### config.mk
export PLATFORM = sky130hd
export DESIGN_NAME = imu_frame_sync_checksum_decode
export DESIGN_NICKNAME = d
export VERILOG_FILES = /design/src/imufsd_pkg.sv /design/src/imu_frame_sync_checksum_decode.sv
export SDC_FILE = /design/constraint.sdc
export NUM_CORES = 1
export LEC_CHECK = 0
export ABC_AREA = 1
export BUFFER_PORTS_ARGS = -buffer_cell sky130_fd_sc_hd__buf_2
export CORE_ASPECT_RATIO = 0.6
export CORE_MARGIN = 1
export CORE_UTILIZATION = 25
export DETAILED_ROUTE_END_ITERATION = 8
export HOLD_SLACK_MARGIN = 0.15
export PLACE_DENSITY = 0.4
export RECOVER_POWER = 50
export SYNTH_ARGS = -nofsm -noshare
export SYNTH_HDL_FRONTEND = slang
export SYNTH_SLANG_ARGS = --single-unit
export TNS_END_PERCENT = 50
### constraint.sdc
create_clock -name clk -period 17.05 [get_ports clk]
set_clock_uncertainty 0.2 [all_clocks]
set_input_delay 4.2625 -clock clk [delete_from_list [all_inputs] [get_ports clk]]
set_output_delay 4.2625 -clock clk [all_outputs]
set_load 0.005 [all_outputs]
### src/imufsd_pkg.sv
`timescale 1ns / 1ps

package imufsd_pkg;

  localparam int FRAME_BYTES = 22;
  localparam int FILL_W      = $clog2(FRAME_BYTES + 1);

  localparam logic [7:0] SYNC_BYTE = 8'hFF;

  // Temperature: ((raw * 3555) >> 8) - 15643, in 1/256 degree C
  localparam logic [11:0] TEMP_SCALE  = 12'd3555;
  localparam int          TEMP_W      = 21;
  localparam logic [TEMP_W-1:0] TEMP_OFFSET = 21'd15643;

  localparam int COUNT_W   = 16;
  localparam int NUM_COUNT = 8;
  localparam int FIELD_W   = NUM_COUNT * COUNT_W + TEMP_W;
  localparam int TDATA_W   = ((FIELD_W + 7) / 8) * 8;

  localparam logic [FILL_W-1:0] FILL_FULL = FILL_W'(FRAME_BYTES);

endpackage

### src/imu_frame_sync_checksum_decode.sv
`timescale 1ns / 1ps

// Serial IMU deframer. Takes one received byte per cycle on s_* and keeps a
// 22-byte sliding window. Each time a full window starts with 0xFF and the
// mod-256 sum of bytes 1..20 equals byte 21, one decoded frame word goes out
// on m_*: eight big-endian signed 16-bit counts and a Q8 temperature. Every
// full window is checked, so overlapping windows can each produce a word.
// Throughput is one byte per cycle when not stalled. A decoded word is
// loaded into the m_* output register once the window register holds the
// completing byte and the output register is free. The input stalls only
// when a new frame is found while the held output word waits on a low m_tready.
module imu_frame_sync_checksum_decode (
  input  logic                            clk,
  input  logic                            rst,
  input  logic                            s_tvalid,
  output logic                            s_tready,
  input  logic [7:0]                      s_tdata,  // [7:0] rx_byte
  output logic                            m_tvalid,
  input  logic                            m_tready,
  // [15:0] roll_counts, [31:16] pitch_counts, [47:32] roll_rate_counts,
  // [63:48] pitch_rate_counts, [79:64] yaw_rate_counts,
  // [95:80] accel_x_counts, [111:96] accel_y_counts,
  // [127:112] accel_z_counts, [148:128] temperature_q8, rest zero
  output logic [imufsd_pkg::TDATA_W-1:0]  m_tdata
);

  import imufsd_pkg::*;

  logic [7:0]        win [FRAME_BYTES];
  logic [FILL_W-1:0] fill;
  logic              pend;   // window holds a byte not yet checked

  logic              s_acc;
  logic              out_free;
  logic              hit;
  logic              load_out;

  logic [7:0]        sum_l1 [10];
  logic [7:0]        sum_l2 [5];
  logic [7:0]        csum;

  logic [15:0]       temp_raw;
  logic [27:0]       temp_prod;
  logic [TEMP_W-1:0] temp_q8;
  logic [TDATA_W-1:0] data_next;

  // checksum over bytes 1..20 as a small adder tree
  always_comb begin
    for (int i = 0; i < 10; i++) begin
      sum_l1[i] = win[1 + 2 * i] + win[2 + 2 * i];
    end
    for (int i = 0; i < 5; i++) begin
      sum_l2[i] = sum_l1[2 * i] + sum_l1[2 * i + 1];
    end
    csum = sum_l2[0] + sum_l2[1] + sum_l2[2] + sum_l2[3] + sum_l2[4];
  end

  assign temp_raw  = {win[17], win[18]};
  assign temp_prod = temp_raw * TEMP_SCALE;
  assign temp_q8   = {1'b0, temp_prod[27:8]} - TEMP_OFFSET;

  always_comb begin
    data_next = '0;
    for (int i = 0; i < NUM_COUNT; i++) begin
      data_next[i * COUNT_W +: COUNT_W] = {win[1 + 2 * i], win[2 + 2 * i]};
    end
    data_next[NUM_COUNT * COUNT_W +: TEMP_W] = temp_q8;
  end

  assign hit      = pend && (fill == FILL_FULL) && (win[0] == SYNC_BYTE)
                    && (csum == win[FRAME_BYTES - 1]);
  assign out_free = !m_tvalid || m_tready;
  assign s_tready = !hit || out_free;
  assign s_acc    = s_tvalid && s_tready;
  assign load_out = hit && out_free;

  always_ff @(posedge clk) begin
    if (s_acc) begin
      for (int i = 0; i < FRAME_BYTES - 1; i++) begin
        win[i] <= win[i + 1];
      end
      win[FRAME_BYTES - 1] <= s_tdata;
    end
  end

  always_ff @(posedge clk) begin
    if (rst) begin
      fill <= '0;
      pend <= 1'b0;
    end else begin
      if (s_acc && fill != FILL_FULL) begin
        fill <= fill + 1'b1;
      end
      if (s_acc) begin
        pend <= 1'b1;
      end else if (!hit || out_free) begin
        pend <= 1'b0;
      end
    end
  end

  always_ff @(posedge clk) begin
    if (rst) begin
      m_tvalid <= 1'b0;
    end else if (load_out) begin
      m_tvalid <= 1'b1;
    end else if (m_tready) begin
      m_tvalid <= 1'b0;
    end
  end

  always_ff @(posedge clk) begin
    if (load_out) begin
      m_tdata <= data_next;
    end
  end

endmodule

### Yosys cells after proc, flatten, opt, wreduce, memory -nomap -nowiden

Memory sizes are Yosys's and may differ from the RTL's.
Index checks and enable logic that the tools add are counted.

* bits of input ports: 12
* register bits: 156
* memories: 1
* memory bits (writable): 176
* output and inout bits: 154
* word-level logic and storage cells: 49

Memory list
* win: words 22, width 8, rd ports 22, clocked after memory_dff 0, wr ports 22, line imu_frame_sync_checksum_decode.sv:29 `logic [7:0] win [FRAME_BYTES];`

* reductions and logical operators: 12
* multiply operators: 1
* add/subtract/negate cells: 21
* equality and inequality tests: 4
* muxes and demuxes: 6

Operators by type and width (number)
* $add 8x8->8: 19
* $mul 16x12->28 const B: 1
* $sub 20x14->21 const B: 1
* $eq 8x8->1: 1
* $eq 8x8->1 const B: 1
* $logic_and 1x1->1: 6
* $mux 1: 6
* $add 5x1->5 const B: 1
* $eq 5x5->1 const B: 1
* $ne 5x5->1 const B: 1
* $reduce_bool 2->1: 2
* $logic_not 1->1: 2
* $logic_or 1x1->1: 2

### Longest topological paths before layout

Gate-level depths: netlist of the first run.
An unclocked memory read counts as a cell.

* depth after elaboration: 14
* gate-level depth with buffers: 29
* gate-level depth less buffers: 29

### Worst setup path after synthesis of the first run

No wires, ideal clock.

* path type: flip-flop to flip-flop
* start: memory win[17][2]
* end: register m_tdata[0] in the netlist's numbering (read register of win) (enable)
* cell stages (with the launch flop): 22
* path buffers: 0
* arrival: 11.805 ns
* path slack: 4.385 ns
* setup time: 0.659 ns
* cells stage by stage: edfxtp_1 fa_1 inv_1 fa_1 fa_1 fa_1 fa_1 inv_1 fa_1 inv_1 fa_1 fa_1 nor3_1 nand3b_1 nand3_1 nand2_1 inv_1 nand3_1 nand3_1 nand2_1 nand2_1 nor2_1

RTL lines
* from (decl): line imu_frame_sync_checksum_decode.sv:29
* to (decl): line imu_frame_sync_checksum_decode.sv:24 `output logic [imufsd_pkg::TDATA_W-1:0] m_tdata`

==> impl_metrics.tcl, run 1 <==
set metrics [dict create \
    outcome "finished clean" \
    die_h_um 213 \
    critPathTopFamily "adder cells" \
    hold_ws_ns 0.268 \
    final_nets 1933 \
    ioPinCount 166 \
    avgRoutedWirePerCell_um 16.7 \
    cpMaxStageDelayCell "edfxtp_1" \
    clock_latency_ns 0.56 \
    hold_viol 0 \
    max_cap_violations 0 \
    max_slew_margin 0.275 \
    grt_usage 0.119 \
    antenna_found_initial 3 \
    cts_resized 0 \
    routed_wl_mm 44.0 \
    first_global_vias 10700 \
    cts_max_path_buffers 3 \
    areaGrowthSynthToFinish_pct 16.8 \
    insertedDiodeCount 0 \
    worstSetupPathType "flip-flop to output port" \
    path_buf_inv 4 \
    setup_tns_ns 0 \
    report.final.setup_viol 0 \
    place.gp.congestion 0.828 \
    grt-ovfl-total 0 \
    worstPathArrival_ns 6.79 \
    dr_total_vias 10500 \
    clock_sinks 332 \
    fmax_ghz 0.0889 \
    crit_path_max_incr_delay_ns 0.60 \
    viasPerCell 3.99 \
    post-dp-hpwl_mm 34.6 \
    syn-mean-instance-area_um2 13.0 \
    dp_cells 2578 \
    dpl-instance-area_um2 20700 \
    worstPathCellList "fa_1 -> inv_1 -> fa_1 -> fa_1 -> fa_1 -> fa_1 -> inv_1 -> fa_1 -> inv_1 -> fa_1 -> fa_1 -> o21ai_1 -> xor2_1 -> or2_1 -> nand3_1 -> nor3_1 -> nand3_1 -> buf_2" \
    worst_path_most_repeated_cell "fa_1" \
    final_cells 2641 \
    synthCells 1427 \
    io_buffers 162 \
    yosysSeqAreaShare 0.533 \
    drv_slew 0 \
    end_kind "output port" \
    htreeDepth 2 \
    ant_nets 0 \
    ys_ff_latch 332 \
    die-area_um2 75500 \
    rows 77 \
    clk_pin_slew_worst_paths_ns 0.06 \
    root_buffer "clkbuf_16" \
    worst_pin_slew_ns 1.09 \
    synth_top_area_frac 0.525 \
    grt_first_pass_wirelength_mm 67.3 \
    ys_types 38 \
    grt_setup_unrepaired "false" \
    core_um2 73600 \
    drc 0 \
    cts_inserted_buffers 36 \
    synth_top_area_cell "edfxtp_1" \
    cp_max_fo 8 \
    syn_area_um2 18600 \
    drive_above_1_share 0.112 \
    cts_tree "yes" \
    setup.worst_path.start_class "flip-flop" \
    drtIter0Drc 544 \
    post-cts-setup-buffers 0 \
    grt_max_degree 109 \
    firstDrtPassIters 4 \
    cp.required_ns 12.59 \
    ys_top_cells_by_area "edfxtp_1, fa_1, ha_1" \
    cts_hold_buf 0 \
    die_w_um 354 \
    final_area_um2 21700 \
    start_util 0.252 \
    period_share 0.660 \
    yosys_warnings 0 \
    hp-class "flip-flop to flip-flop" \
    fin_crit_ns 11.25 \
]
-- sequential cells by signal, summed over array words and instances (netlist names) --
| name | flops |
|---|---|
| fill | 5 |
| m_tdata | 149 |
| m_tvalid | 1 |
| pend | 1 |
| win | 176 |
-- cells in the mapped netlist --
cell         n
edfxtp_1   325
inv_1      320
nand2_1    202
fa_1       184
ha_1       108
nand3_1     56
nor2_1      54
a21oi_1     32
xor2_1      23
xnor2_1     18
nand4_1     12
o21ai_0     12
nand2_2     11
nor3_1      10
nand3b_1     8
dfxtp_1      7
nand3_2      4
nor4_1       4
a21oi_2      3
buf_4        3
inv_2        3
o21ai_1      3
o21bai_1     3
or2_1        3
a21o_1       2
nor2_2       2
nor3_2       2
o21ai_2      2
xor2_2       2
a2111oi_0    1
a21oi_4      1
and2_1       1
conb_1       1
nand3b_4     1
nor2_4       1
o21a_1       1
or2_2        1
xnor2_2      1
-- metrics by stage --
step	utilization	worst slack (ns)
finish	0.295	5.80
global route	0.295	5.46
CTS	0.296	5.72
detailed placement	0.281	6.36
global placement	0.281	6.39
floorplan	-	4.39
-- cells by family after synthesis --
family,Yosys count,share of synthesized area
AND/OR/NAND/NOR,372,0.0891
flip-flops,332,0.533
buffers and inverters,326,0.0664
adder cells (fa/ha/maj),292,0.271
AO/OA/AOI/OAI,60,0.0188
XOR/XNOR,44,0.0219
other,1,0.000202
-- path summary, 6_finish.rpt --
check,to,slack (ns),cells past startpoint,startpoint
hold / removal,win[20][0]$_DFFE_PP_,0.27,0,win[21][0]$_DFFE_PP_
setup reg to reg,m_tdata[121]$_DFFE_PP_,8.00,20,win[17][2]$_DFFE_PP_
hold reg to reg,win[20][0]$_DFFE_PP_,0.27,0,win[21][0]$_DFFE_PP_
setup / recovery,s_tready,5.80,18,win[17][2]$_DFFE_PP_
-- area by class of cell --
class,count,area (um^2)
clock inverter,21,196
fill,7575,51900
inverter,323,1220
clock buffer,42,945
sequential,332,9900
tap,987,1230
multi-input combinational,771,7460
timing repair buffer,165,752
-- cells in the final DEF (no fill, tap or decap), types with 10 or more instances in the layout --
| cell | instances |
|---|---|
| buf_2 | 97 |
| o21ai_0 | 13 |
| fa_1 | 184 |
| edfxtp_1 | 325 |
| nand2_2 | 10 |
| clkbuf_16 | 37 |
| a21oi_1 | 32 |
| nand2_1 | 203 |
| inv_1 | 319 |
| nor2_1 | 53 |
| xor2_1 | 24 |
| clkbuf_1 | 68 |
| ha_1 | 108 |
| nor3_1 | 10 |
| nand4_1 | 12 |
| nand3_1 | 56 |
| xnor2_1 | 18 |
-- layer usage --
metal / global-route usage / routed length [um] / vias to the layer above
met5: 0 / 45 / -
met4: 0.0259 / 704 / 6
met3: 0.0296 / 2260 / 53
met2: 0.150 / 16800 / 172
met1: 0.194 / 24300 / 5279
li1: - / - / 5019
Power of run 1 is not shown: default switching activity piles up to over one toggle a cycle in this logic, so the estimate is an artifact.
==> run 2: changes to the inputs <==
clock period = 10.75 ns   (was 17.05 ns; I/O delays follow)
==> run 2 against run 1 <==
Effect of this change:
- global-route usage hardly changed
- highest routed layer unchanged
- register-to-register slack got worse by 5.5 ns
- core utilization about the same
- first-iteration DRC count rose by 22%
- non-clock buffer count decreased by 1
- critical path depth is the same
==> impl_metrics.tcl, run 2 (same netlist as run 1, synthesis figures left out) <==
set metrics [dict create \
    outcome "finished clean" \
    areaGrowthSynthToFinish_pct 16.8 \
    dr_total_vias 10600 \
    fmax_ghz 0.100 \
    post-dp-hpwl_mm 34.5 \
    r2r_slack_ns 2.51 \
    final_nets 1932 \
    met3_length_mm 2.79 \
    rr_worst_depth 24 \
    drive_above_1_share 0.111 \
    critPathLaunch "win[17][2]$_DFFE_PP_" \
    grt_max_degree 129 \
    cts_resized 0 \
    hold_viol 0 \
    cts_max_path_buffers 3 \
    place.gp.congestion 0.819 \
    cp.required_ns 7.86 \
    grt_first_pass_wirelength_mm 67.0 \
    die_w_um 354 \
    max_slew_margin 0.224 \
    post-cts-setup-buffers 0 \
    period_share 0.928 \
    timing.rr.start "win[17][2]$_DFFE_PP_" \
    grt_setup_unrepaired "false" \
    antenna_found_initial 4 \
    root_buffer "clkbuf_16" \
    io_buffers 162 \
    clk_pin_slew_worst_paths_ns 0.06 \
    start_util 0.252 \
    top_regs "win: 176 flops, m_tdata: 149 flops, fill: 5 flops" \
    cts_hold_buf 0 \
    cpMaxStageDelayCell "fa_1" \
    worst_pin_slew_ns 1.16 \
    routed_wl_mm 44.3 \
    clock_sinks 332 \
    reg2reg_to "win[8][2]$_DFFE_PP_" \
    top_register "win" \
    first_global_vias 10700 \
    die-area_um2 75500 \
    worstPathArrival_ns 7.09 \
    clock_latency_ns 0.56 \
    wl_met2_mm 16.8 \
    core_um2 73600 \
    worstPathCellList "fa_1 -> inv_1 -> fa_1 -> fa_1 -> fa_1 -> fa_1 -> inv_1 -> fa_1 -> inv_1 -> fa_1 -> fa_1 -> o21ai_1 -> xor2_1 -> or2_1 -> nand3_1 -> nor3_1 -> nand3_1 -> buf_2" \
    die_h_um 213 \
    htreeDepth 2 \
    worst_path_most_repeated_cell "fa_1" \
    viasPerCell 4.01 \
    worstSetupPathType "flip-flop to output port" \
    rows 77 \
    cts_tree "yes" \
    max_cap_violations 0 \
    drtIter0Drc 665 \
    setup_tns_ns 0 \
    top_layer "met5" \
    drv_slew 0 \
    grt_usage 0.119 \
    setup.worst_path.end "s_tready" \
    fill_cells 7603 \
    fin_crit_ns 9.98 \
    avgRoutedWirePerCell_um 16.8 \
    ioPinCount 166 \
    layout_commonest_cell "edfxtp_1" \
    crit_path_max_incr_delay_ns 0.62 \
    hp-class "flip-flop to flip-flop" \
    setup.worst_path.start_class "flip-flop" \
    end_kind "output port" \
    ant_nets 0 \
    grt-ovfl-total 0 \
    met1_length_mm 23.9 \
    cp_max_fo 8 \
    most-common-layout-cells "edfxtp_1, inv_1, nand2_1" \
    report.final.setup_viol 0 \
    drc 0 \
    largest_register_ffs 176 \
    cts_inserted_buffers 36 \
    final_util 0.295 \
    firstDrtPassIters 4 \
]
run 2: changes by cell type in the layout (fill, tap and decap cells not counted), sizes merged:
cell      delta
clkinv       -4
bufinv       -1
buf          -7
clkinvlp     +2
clkbuf      +10
diode        +1
run 2: worst max-delay path: cells and delay by family, from the launching register on:
kind                       cells  cell delay (ns)
AOI/OAI and AO/OA              1             0.19
xor gates and xnor gates       1             0.19
adders and majority gates      8             4.25
buffers and inverters          4             0.41
DFF                            1             0.60
and+or+nand+nor                4             0.89
run 2: final cells by class:
class	count	area, um^2	area share
tap	987	1230	0.0569
clock inverter	18	163	0.00749
inverter	323	1220	0.0561
antenna	1	2.50	0.000115
timing repair buffer	164	763	0.0352
sequential	332	9900	0.456
clock buffer	46	960	0.0442
multi-input combinational	771	7470	0.344
run 2: routing by layer:
metal	up-vias	GRT usage
li1	5025	-
met1	5281	0.193
met2	229	0.148
met3	50	0.0326
met4	4	0.0260
met5	-	0
run 2: worst min path at each step:
| stage | startpoint | to | slack (ns) | cells after the start |
|---|---|---|---|---|
| 3_5_place_dp | win[19][7]$_DFFE_PP_ | win[18][7]$_DFFE_PP_ | 0.26 | 0 |
| 4_1_cts | win[19][7]$_DFFE_PP_ | win[18][7]$_DFFE_PP_ | 0.28 | 0 |
| 2_1_floorplan | win[21][0]$_DFFE_PP_ | win[20][0]$_DFFE_PP_ | 0.23 | 0 |
| 6_report | win[21][0]$_DFFE_PP_ | win[20][0]$_DFFE_PP_ | 0.27 | 0 |
| 3_3_place_gp | win[20][3]$_DFFE_PP_ | win[19][3]$_DFFE_PP_ | 0.26 | 0 |
| 5_1_grt | win[19][1]$_DFFE_PP_ | win[18][1]$_DFFE_PP_ | 0.29 | 0 |
run 2: per-stage QoR:
step           hold WS [ns]  cells  setup slack [ns]  instance area [um^2]
4_1_cts               0.280   2641             0.746                 21800
3_3_place_gp          0.262   2577              1.43                 20700
5_1_grt               0.286   2641             0.480                 21700
3_5_place_dp          0.264   2577              1.41                 20700
2_1_floorplan         0.226   1429             0.603                 18600
6_report              0.273   2642             0.775                 21700
Power of run 2 is left out for the same reason.
==> run 3: changes to the inputs <==
CAP_MARGIN = 20   (was default)
PLACE_DENSITY = 0.44   (was 0.4)
REMOVE_ABC_BUFFERS = 1   (was default)
==> run 3 against run 2 <==
Effect of this change:
- count of clock-buffer cells in the layout unchanged
- global-route usage decreased by 0.16 points
- core utilization grew 0.14 points
- wire length decreased by 2.2%
- register-to-register slack better by 0.20 ns
- maximum frequency grew 0.42%
- critical path depth stayed put
- setup slack better by 0.042 ns
- worst hold slack worse by 0.0038 ns
- critical path type unchanged
- highest routed layer unchanged
==> impl_metrics.tcl, run 3 (same netlist as run 1, synthesis figures left out) <==
set metrics [dict create \
    cts_max_path_buffers 3 \
    die-area_um2 75500 \
    max_slew_margin 0.301 \
    die_h_um 213 \
    fmax_ghz 0.101 \
    drv_slew 0 \
    clk_pin_slew_worst_paths_ns 0.07 \
    areaGrowthSynthToFinish_pct 17.4 \
    max_cap_violations 0 \
    root_buffer "clkbuf_16" \
    fin_crit_ns 9.93 \
    hold_viol 0 \
    htreeDepth 2 \
    clock_sinks 332 \
    worst_path_most_repeated_cell "fa_1" \
    die_w_um 354 \
    worstPathCellList "fa_1 -> inv_1 -> fa_1 -> fa_1 -> fa_1 -> fa_1 -> inv_1 -> fa_1 -> inv_1 -> fa_1 -> fa_1 -> o21ai_1 -> xor2_1 -> or2_1 -> nand3_1 -> nor3_1 -> nand3_1 -> buf_2" \
    worst_pin_slew_ns 1.05 \
    ant_nets 0 \
    start_util 0.252 \
    cp_max_fo 8 \
    place.gp.congestion 0.849 \
    rows 77 \
    cts_resized 0 \
    top_register "win" \
    grt_max_degree 129 \
    first_global_vias 10700 \
    cpMaxStageDelayCell "fa_1" \
    cts_tree "yes" \
    drtIter0Drc 645 \
    place_ws_ns 1.41 \
    end_kind "output port" \
    avgRoutedWirePerCell_um 16.4 \
    top_regs "win: 176 flops, m_tdata: 149 flops, fill: 5 flops" \
    setup.worst_path.start_class "flip-flop" \
    ioPinCount 166 \
    crit_path_max_incr_delay_ns 0.60 \
    critPathTopFamily "adder cells" \
    period_share 0.924 \
    cts_hold_buf 0 \
    antenna_found_initial 3 \
    clock_latency_ns 0.57 \
    grt-ovfl-total 0 \
    outcome "finished clean" \
    dr_total_vias 10500 \
    most-common-layout-cells "edfxtp_1, inv_1, nand2_1" \
    drive_above_1_share 0.113 \
    io_buffers 162 \
    report.final.setup_viol 0 \
    layout_commonest_cell "edfxtp_1" \
    viasPerCell 3.97 \
    worstSetupPathType "flip-flop to output port" \
    grt_setup_unrepaired "false" \
    worstPathArrival_ns 7.05 \
    final_util 0.296 \
    hp-class "flip-flop to flip-flop" \
    post-dp-hpwl_mm 34.0 \
    core_um2 73600 \
    cts_inserted_buffers 37 \
    firstDrtPassIters 6 \
    fill_cells 7558 \
    drc 0 \
    grt_first_pass_wirelength_mm 66.2 \
    setup_slack_ns 0.816 \
    final_nets 1933 \
    final_area_um2 21800 \
    dpl-instance-area_um2 20700 \
    largest_register_ffs 176 \
    grt_usage 0.117 \
    path_buf_inv 4 \
    cp.required_ns 7.86 \
    post-cts-setup-buffers 0 \
    routed_wl_mm 43.3 \
]
run 3: cell types whose count changed in the layout (fill, tap and decap cells not counted):
cell        previous run  this run
clkbuf_1              78        73
buf_2                 92        96
bufinv_16              2         5
clkinv_1               2         5
clkinv_2               6         4
clkinv_8               0         2
clkinvlp_4             4         2
buf_1                  1         2
clkinv_4               2         1
run 3: final cells by class:
| cell class | count | area (um^2) | share of cell area |
|---|---|---|---|
| Timing Repair Buffer | 164 | 768 | 0.0352 |
| Clock buffer | 46 | 960 | 0.0440 |
| Inverter | 323 | 1220 | 0.0558 |
| Clock inverter | 21 | 263 | 0.0120 |
| Tap cell | 987 | 1230 | 0.0566 |
| Multi-Input combinational cell | 771 | 7470 | 0.342 |
| Antenna cell | 1 | 2.50 | 0.000115 |
| Sequential cell | 332 | 9900 | 0.454 |
run 3: final timing paths:
check	startpoint	slack, ns	to	cells after the start
worst max-delay path	win[17][2]$_DFFE_PP_	0.82	s_tready	18
worst min-delay path	win[21][1]$_DFFE_PP_	0.27	win[20][1]$_DFFE_PP_	0
worst max register to register	win[17][2]$_DFFE_PP_	2.71	m_tdata[58]$_DFFE_PP_	19
worst min register to register	win[21][1]$_DFFE_PP_	0.27	win[20][1]$_DFFE_PP_	0
run 3: layer usage:
layer | wire, um | GRT usage | vias up
met3 | 2620 | 0.0315 | 50
met5 | 13 | 0 | -
met2 | 16400 | 0.149 | 254
met4 | 656 | 0.0248 | 2
met1 | 23600 | 0.189 | 5157
li1 | - | - | 5030
run 3: stage by stage:
| step | std cells | hold WS (ns) | TNS (ns) |
|---|---|---|---|
| 6_report | 2645 | 0.269 | 0 |
| 2_1_floorplan | 1426 | 0.226 | -285.29 |
| 3_5_place_dp | 2577 | 0.261 | 0 |
| 3_3_place_gp | 2577 | 0.252 | 0 |
| 5_1_grt | 2644 | 0.282 | 0 |
| 4_1_cts | 2644 | 0.270 | 0 |
Power of run 3 is left out for the same reason.
